`config.mk`:
```
export PLATFORM = sky130hd
export DESIGN_NAME = message_ring_with_jam_core
export DESIGN_NICKNAME = d
export VERILOG_FILES = /design/src/rtl/mrj_pkg.sv /design/src/rtl/message_ring_with_jam_core.sv /design/src/rtl/mrj_ctrl.sv /design/src/rtl/mrj_datapath.sv
export SDC_FILE = /design/constraint.sdc
export NUM_CORES = 2
export LEC_CHECK = 0
export BUFFER_PORTS_ARGS = -buffer_cell sky130_fd_sc_hd__buf_2
export CAP_MARGIN = 25
export CORE_MARGIN = 2
export CORE_UTILIZATION = 55
export CTS_CLUSTER_DIAMETER = 30
export DETAILED_ROUTE_END_ITERATION = 12
export PLACE_DENSITY = 0.74
export SLEW_MARGIN = 25
export SYNTH_ARGS = -nofsm -noshare
export SYNTH_HDL_FRONTEND = slang
export SYNTH_SLANG_ARGS = --single-unit
export TNS_END_PERCENT = 10
```
`constraint.sdc`:
```
create_clock -name clk -period 11.65 [get_ports clk]
set_input_delay 1.7475 -clock clk [delete_from_list [all_inputs] [get_ports clk]]
set_output_delay 1.7475 -clock clk [all_outputs]
set_load 0.01 [all_outputs]
```
`src/rtl/mrj_pkg.sv`:
```
// ----------------------------------------------------------------------------
// mrj_pkg
// Types and fixed constants shared by the message ring with jam.
// ----------------------------------------------------------------------------
package mrj_pkg;

	localparam int OP_W       = 2;
	localparam int STATUS_W   = 2;
	localparam int CAP_W      = 7;
	localparam int COUNT_W    = 7;
	localparam int MSG_PORT_W = 32;

	localparam logic [CAP_W-1:0] CAP_RESET = 7'd64;

	typedef enum logic [OP_W-1:0] {
		OP_POST    = 2'd0,
		OP_JAM     = 2'd1,
		OP_ACCEPT  = 2'd2,
		OP_INQUIRY = 2'd3
	} op_t;

	localparam logic [STATUS_W-1:0] ST_OK    = 2'd0;
	localparam logic [STATUS_W-1:0] ST_FULL  = 2'd1;
	localparam logic [STATUS_W-1:0] ST_EMPTY = 2'd2;

	// Decoded operation, one-hot, raised in the cycle an item transfers in.
	typedef struct packed {
		logic post;
		logic jam;
		logic take;
		logic peek;
	} cmd_t;

endpackage

```
`src/rtl/message_ring_with_jam_core.sv`:
```
// Timing: a result is offered in the cycle after its item transfers in.
// Flow: the controller holds one item at a time and reopens the input after
//   the transfer out.
// Reset: arst_n clears indices, fill count and handshake state and loads capacity 64;
//   slot contents are left as they are and are only read after being written.
// ----------------------------------------------------------------------------
// message_ring_with_jam_core
// Single message queue held in a ring of capacity+1 slots. Post appends at
// the tail and is refused when full; jam inserts ahead of the head and may
// use the spare slot; accept removes the head; inquiry peeks at the head.
// ----------------------------------------------------------------------------
module message_ring_with_jam_core #(
	parameter int MAX_DEPTH = 64,
	parameter int MSG_WIDTH = 32
) (
	input  logic                            clk,
	input  logic                            arst_n,
	// Capacity register write; empties the queue.
	input  logic                            cfg_we,
	input  logic [mrj_pkg::CAP_W-1:0]       cfg_wdata,
	// Operation channel
	input  logic                            in_valid,
	output logic                            in_stall,
	input  logic [mrj_pkg::OP_W-1:0]        op,
	input  logic [mrj_pkg::MSG_PORT_W-1:0]  message,
	// Result channel
	output logic                            out_valid,
	input  logic                            out_stall,
	output logic [mrj_pkg::STATUS_W-1:0]    status,
	output logic [mrj_pkg::MSG_PORT_W-1:0]  message_out,
	output logic [mrj_pkg::COUNT_W-1:0]     count
);

	mrj_pkg::cmd_t cmd;

	// Controller: decode op on an input transfer, hold the result until
	// the output transfer completes.
	mrj_ctrl u_ctrl (
		.clk       (clk),
		.arst_n    (arst_n),
		.in_valid  (in_valid),
		.in_stall  (in_stall),
		.op        (op),
		.out_valid (out_valid),
		.out_stall (out_stall),
		.cmd       (cmd)
	);

	// Datapath: ring memory, head/tail indices, fill count and the
	// registered result fields. The head slot is read into a register
	// in the transfer cycle, so the message is ready when out_valid rises.
	mrj_datapath #(
		.MAX_DEPTH (MAX_DEPTH),
		.MSG_WIDTH (MSG_WIDTH)
	) u_datapath (
		.clk         (clk),
		.arst_n      (arst_n),
		.cfg_we      (cfg_we),
		.cfg_wdata   (cfg_wdata),
		.cmd         (cmd),
		.message     (message),
		.status      (status),
		.message_out (message_out),
		.count       (count)
	);

endmodule

```
`src/rtl/mrj_ctrl.sv`:
```
// ----------------------------------------------------------------------------
// mrj_ctrl
// Handshake controller: takes one item, holds its result until transferred.
// ----------------------------------------------------------------------------
module mrj_ctrl (
	input  logic                         clk,
	input  logic                         arst_n,
	input  logic                         in_valid,
	output logic                         in_stall,
	input  logic [mrj_pkg::OP_W-1:0]     op,
	output logic                         out_valid,
	input  logic                         out_stall,
	output mrj_pkg::cmd_t                cmd
);

	typedef enum logic {
		S_IDLE,
		S_HOLD
	} state_t;

	state_t state_q;
	logic   in_stall_q;
	logic   out_valid_q;
	logic   take_in;

	assign take_in   = in_valid && !in_stall_q;
	assign in_stall  = in_stall_q;
	assign out_valid = out_valid_q;

	always_comb begin
		cmd = '0;
		if (take_in) begin
			case (op)
				mrj_pkg::OP_POST:    cmd.post = 1'b1;
				mrj_pkg::OP_JAM:     cmd.jam  = 1'b1;
				mrj_pkg::OP_ACCEPT:  cmd.take = 1'b1;
				mrj_pkg::OP_INQUIRY: cmd.peek = 1'b1;
				default:             cmd      = '0;
			endcase
		end
	end

	always_ff @(posedge clk or negedge arst_n) begin
		if (!arst_n) begin
			state_q     <= S_IDLE;
			in_stall_q  <= 1'b1;
			out_valid_q <= 1'b0;
		end else begin
			case (state_q)
				S_IDLE: begin
					if (take_in) begin
						state_q     <= S_HOLD;
						in_stall_q  <= 1'b1;
						out_valid_q <= 1'b1;
					end else begin
						in_stall_q  <= 1'b0;
					end
				end
				S_HOLD: begin
					if (!out_stall) begin
						state_q     <= S_IDLE;
						in_stall_q  <= 1'b0;
						out_valid_q <= 1'b0;
					end
				end
				default: begin
					state_q     <= S_IDLE;
					in_stall_q  <= 1'b1;
					out_valid_q <= 1'b0;
				end
			endcase
		end
	end

endmodule

```
`src/rtl/mrj_datapath.sv`:
```
// ----------------------------------------------------------------------------
// mrj_datapath
// Ring storage, read/write indices, fill count and result registers.
// ----------------------------------------------------------------------------
module mrj_datapath #(
	parameter int MAX_DEPTH = 64,
	parameter int MSG_WIDTH = 32
) (
	input  logic                            clk,
	input  logic                            arst_n,
	input  logic                            cfg_we,
	input  logic [mrj_pkg::CAP_W-1:0]       cfg_wdata,
	input  mrj_pkg::cmd_t                   cmd,
	input  logic [mrj_pkg::MSG_PORT_W-1:0]  message,
	output logic [mrj_pkg::STATUS_W-1:0]    status,
	output logic [mrj_pkg::MSG_PORT_W-1:0]  message_out,
	output logic [mrj_pkg::COUNT_W-1:0]     count
);

	localparam int CAP_MAX = (1 << mrj_pkg::CAP_W) - 1;
	localparam int EFF_MAX = (MAX_DEPTH > CAP_MAX) ? CAP_MAX : MAX_DEPTH;
	localparam int SLOTS   = EFF_MAX + 1;
	localparam int IDX_W   = $clog2(SLOTS);
	localparam int USED_W  = $clog2(SLOTS + 1);
	localparam int PW      = mrj_pkg::MSG_PORT_W;
	localparam int CW      = mrj_pkg::COUNT_W;

	logic [MSG_WIDTH-1:0]          mem_q [SLOTS];
	logic [MSG_WIDTH-1:0]          rd_data_q;
	logic [mrj_pkg::CAP_W-1:0]     capacity_q;
	logic [IDX_W-1:0]              ri_q;
	logic [IDX_W-1:0]              wi_q;
	logic [USED_W-1:0]             used_q;
	logic [mrj_pkg::STATUS_W-1:0]  status_q;
	logic [USED_W-1:0]             count_q;
	logic                          rd_sel_q;

	logic [IDX_W-1:0]              cap_eff;
	logic [USED_W-1:0]             cap_used;
	logic                          full_post;
	logic                          full_jam;
	logic                          empty;
	logic [IDX_W-1:0]              ri_inc;
	logic [IDX_W-1:0]              ri_dec;
	logic [IDX_W-1:0]              wi_inc;
	logic                          do_post;
	logic                          do_jam;
	logic                          do_take;
	logic                          do_read;
	logic                          mem_we;
	logic [IDX_W-1:0]              mem_waddr;
	logic [mrj_pkg::STATUS_W-1:0]  status_nx;
	logic [USED_W-1:0]             used_nx;

	// Capacity saturates at MAX_DEPTH (at most 127), one below the slot count.
	assign cap_eff   = (int'(capacity_q) > EFF_MAX) ? IDX_W'(EFF_MAX) : capacity_q[IDX_W-1:0];
	assign cap_used  = USED_W'(cap_eff);
	assign full_post = used_q >= cap_used;
	assign full_jam  = used_q > cap_used;
	assign empty     = (used_q == '0);

	assign ri_inc = (ri_q >= cap_eff) ? '0 : ri_q + 1'b1;
	assign ri_dec = (ri_q == '0) ? cap_eff : ri_q - 1'b1;
	assign wi_inc = (wi_q >= cap_eff) ? '0 : wi_q + 1'b1;

	assign do_post   = cmd.post && !full_post;
	assign do_jam    = cmd.jam && !full_jam;
	assign do_take   = cmd.take && !empty;
	assign do_read   = (cmd.take || cmd.peek) && !empty;
	assign mem_we    = do_post || do_jam;
	assign mem_waddr = do_jam ? ri_dec : wi_q;

	// Fill count after the operation.
	assign used_nx = (do_post || do_jam) ? used_q + 1'b1 :
	                 do_take             ? used_q - 1'b1 : used_q;

	always_comb begin
		status_nx = mrj_pkg::ST_OK;
		if ((cmd.post && full_post) || (cmd.jam && full_jam)) begin
			status_nx = mrj_pkg::ST_FULL;
		end else if (cmd.take && empty) begin
			status_nx = mrj_pkg::ST_EMPTY;
		end
	end

	// Slot storage: one write port, one registered read port at the head.
	always_ff @(posedge clk) begin
		if (mem_we) begin
			mem_q[mem_waddr] <= MSG_WIDTH'(message);
		end
		if (do_read) begin
			rd_data_q <= mem_q[ri_q];
		end
	end

	always_ff @(posedge clk or negedge arst_n) begin
		if (!arst_n) begin
			capacity_q <= mrj_pkg::CAP_RESET;
			ri_q       <= '0;
			wi_q       <= '0;
			used_q     <= '0;
			status_q   <= mrj_pkg::ST_OK;
			count_q    <= '0;
			rd_sel_q   <= 1'b0;
		end else if (cfg_we) begin
			// Empty the queue on a capacity write.
			capacity_q <= cfg_wdata;
			ri_q       <= '0;
			wi_q       <= '0;
			used_q     <= '0;
		end else if (cmd.post || cmd.jam || cmd.take || cmd.peek) begin
			rd_sel_q <= do_read;
			status_q <= status_nx;
			count_q  <= used_nx;
			used_q   <= used_nx;
			if (do_post) begin
				wi_q <= wi_inc;
			end
			if (do_jam) begin
				ri_q <= ri_dec;
			end else if (do_take) begin
				ri_q <= ri_inc;
			end
		end
	end

	assign status      = status_q;
	assign message_out = rd_sel_q ? PW'(rd_data_q) : '0;
	assign count       = CW'(count_q);

endmodule

```
==> summary.txt <==
Finish
  • Area of the multi-input gates: around 19000 um2
  • Post-Layout Cell Count: about 6.6k
  • Share of cells above drive strength 1: 0.3351
  • Post-layout util: 0.6679
  • Final Net Count: 4344
  • Fill cell count: roughly 9k
  • Register area: approximately 64000 um2
  • Area Overhead vs Synth: 20.83%

Pwr
  • Static leakage: 32.12 nW
  • Sequential share of power: 0.380
  • Clock power share: 0.491
  • Sw power: 0.005919 W
  • Cell-internal power: 0.01714 W
  • Worst vdd ir: between 0.15 and 0.2 mV
  • Logic gate share of total power: 0.128
  • Sw frac: 0.2567
  • Power Dens Cells: 227.6 nW/um2

Worst setup path
  • R2r setup slk: slightly above 6 ns
  • Setup CP Type: register to register
  • CP max FO: between 40 and 50
  • Crit Reg-Reg Endpoint: u_datapath.rd_data_q[31]
  • CP peak stage delay: between 0.9 and 1 ns
  • CP Capture Type: register
  • Most frequent CP cell: buf_4
  • Worst r2r src: u_datapath.ri_q[3]
  • Slowest cell on crit path: dfrtp_4
  • Startpoint Class: register
  • Worst Path Required: roughly 12 ns
  • Cell Chain, Critical Path: buf_4 -> buf_4 -> nor2_4 -> buf_4 -> a22oi_1 -> a21boi_0 -> a221oi_1 -> o21ai_0
  • Worst endpoint data arrival time: roughly 6.1 ns
  • Reg2Reg Depth: 8

STA
  • Rel. slew slack: 0.2275
  • Post-Route Skew: 0.08371 ns
  • Worst-margin pin slew: roughly 1.2 ns
  • Fin crit share: 0.4703
  • Final-report max-slew violation count: 0
  • Post-route setup slack: 6.171 ns
  • Setup TNS: 0 ns
  • Worst hold slack: about 0.47 ns
  • Hold Vio Cnt, Final: 0
  • Count of final setup violators: 0
  • Fmax: between 150 and 200 MHz
  • Fin crit period: between 5 and 6 ns
  • RSZ-0062 raised after global routing: no

Synthesis
  • Post-synth net total: around 4k
  • Synth top area cells: edfxtp_1 (76%), mux4_2 (13%), mux2i_1 (2.3%), dfrtp_1 (1.2%), mux2_2 (0.77%)
  • Post-synthesis register bit count: ~2.2k
  • Most common flop cell mapped by yosys: edfxtp_1
  • Post-synthesis cell type count: between 70 and 80
  • Number of synthesized flops with an enable pin: ~2.1k
  • Gate Count Post-Synth: 3854
  • Mapped cell area: 83870 um2
  • FFs w/ async S/R, synth: 0.01904
  • Seq/Total Area, Yosys: 0.7685
  • Count leader, synth: edfxtp_1
  • Most instantiated cells after synthesis: edfxtp_1 (2112), mux4_2 (483), mux2i_1 (196)
  • Synth top area share: 0.7562
  • Mean area per synthesized cell: ~22 um2
  • Syn. warnings: 0
  • Dominant cell type by area after synthesis: edfxtp_1

Routing
  • Starting DRT DRC Count: between 7k and 8k
  • Total wire length: ~240 mm
  • Antenna Violating Nets Remaining: 0
  • Vias post-DR: around 45k
  • Routed WL per cell: between 30 and 40 um
  • First-pass DRT Iterations: 6
  • Vias per cell: 6.850
  • DRC errors left: 0

Clocking
  • CTS tree: done
  • CTS H-Tree Depth: 5
  • Clock sink total: around 2.2k
  • Clock latency on the worst-skew pair: approximately 0.97 ns
  • Clk buf depth: 4
  • CTS Buf Count: 379
  • Hold_buf cts: 0
  • CTS-repair resized insts: 0
  • Post-CTS setup buffers: 0
  • Root buffer cell: clkbuf_16
  • Clock-pin slew on the worst setup and hold paths: ~0.05 ns

Floorplan
  • Die width: approximately 390 um
  • Die ar.: 155600 um2
  • # rows: between 100 and 150
  • DIE HEIGHT: 394.5 um
  • Core ar.: 151700 um2
  • Starting density of the core: 0.5528
  • I/O pin cnt: slightly below 90

Flow run
  • Max cap viols: 0

Global routing
  • GRT Util Overall: 0.3081
  • Largest net degree at the start of global routing: 140
  • Global-route wire length before repair: between 300 and 400 mm
  • Initial antenna violation count: 18
  • Grt ovf: 0
  • Vias in the first global route: around 45k

Placed design
  • PortBufs: between 80 and 90
  • Placer's final routability congestion estimate: ~0.93
  • HPWL Detailed: roughly 120 mm
  • Placed insts: 5910
  • Dpl ws: 6.264 ns

Min path
  • Hold path depth: 2
  • Hold Startpoint: u_datapath.count[4]
  • Worst Hold End: u_datapath.count[4]
  • Hold Crit Class: register to register

Outcome
  • Status: completed
worst max-delay path: cells and delay by family, from the launching register on:
kind | cells | cell delay [ns]
DFF | 1 | 0.95
buffers and inverters | 3 | 1.96
AOI/OAI and AO/OA | 4 | 1.82
and+or+nand+nor | 1 | 0.32
power groups by stage:
stage	Clock [W]	Combinational, W	Sequential [W]
after floorplan	0	0.00173	0.00883
after global placement	0	0.00276	0.00891
after detailed placement	0	0.00279	0.00891
after CTS	0.0114	0.00287	0.00877
after global routing	0.0117	0.00303	0.00877
final	0.0113	0.00296	0.00877
sequential cells by signal (all words and copies together), names as in the netlist:
signal                 cells
u_datapath.wi_q            7
u_ctrl.in_stall            1
u_datapath.status          2
u_ctrl.state_q             1
u_datapath.count           7
u_datapath.mem_q        2080
u_datapath.ri_q            7
u_datapath.used_q          7
u_ctrl.out_valid           1
u_datapath.capacity_q      7
u_datapath.rd_data_q      32
u_datapath.rd_sel_q        1
layout by cell type (no fill, tap or decap), types with 19 or more instances in the layout:
cell / n
nand2_1: 66
a211o_1: 21
a211oi_1: 22
a221oi_1: 19
buf_4: 121
ha_1: 27
o21ai_0: 38
buf_2: 86
nor3_1: 32
a22oi_1: 21
and2_1: 33
clkinvlp_4: 39
mux2i_1: 196
edfxtp_1: 2112
clkinv_1: 30
o31ai_1: 23
nor2_1: 28
inv_6: 37
o221ai_1: 21
clkinv_2: 54
nor2_4: 64
clkbuf_1: 35
buf_16: 24
a21oi_1: 55
clkinv_4: 24
bufinv_16: 62
o22ai_1: 60
a221oi_2: 21
mux2_2: 57
clkbuf_16: 382
mux4_2: 483
dfrtp_1: 33
area by class of cell:
class                      instances  area share
antenna                            5   0.0001235
clock buffer                     422     0.09631
clock inverter                   257     0.03196
inverter                          14   0.0005186
multi-input combinational       1472      0.1863
sequential                      2153      0.6362
tap                             2030     0.02507
timing repair buffer             251     0.02348
per-layer routing:
metal	wire length, um	track usage	vias up
met3	28760	0.07915	763
met2	114300	0.4762	3775
met5	70	0	-
met4	15790	0.1731	12
met1	82440	0.4032	23360
li1	-	-	17330
worst max path at each step:
| stage | from | end | slack, ns | depth (start not counted) |
|---|---|---|---|---|
| 4_1_cts | u_datapath.ri_q[0] | u_datapath.rd_data_q[4] | 6.27 | 6 |
| 3_5_place_dp | op[1] | u_datapath.mem_q[5][3] | 6.26 | 7 |
| 5_1_grt | u_datapath.ri_q[0] | u_datapath.rd_data_q[4] | 6.08 | 6 |
| 6_report | u_datapath.ri_q[3] | u_datapath.rd_data_q[31] | 6.17 | 8 |
| 3_3_place_gp | op[1] | u_datapath.mem_q[7][3] | 6.09 | 7 |
| 2_1_floorplan | op[1] | u_datapath.mem_q[20][0] | 5.76 | 7 |
kinds of logic after synthesis:
family          after synthesis  synth area share
mux                         736            0.1608
buf+inv                     229           0.01386
flops                      2153            0.7685
simple gates                326           0.01981
fa+ha+maj                    27          0.004028
compound gates              378           0.03255
xor+xnor                      5         0.0005221
stage by stage:
step | instance area (um2) | power (W)
2_1_floorplan | 83870 | 0.01056
3_3_place_gp | 87290 | 0.01166
3_5_place_dp | 88060 | 0.01170
4_1_cts | 101100 | 0.02299
5_1_grt | 101300 | 0.02350
6_report | 101300 | 0.02306
No activity file was read; power rests on OpenSTA's default activity.
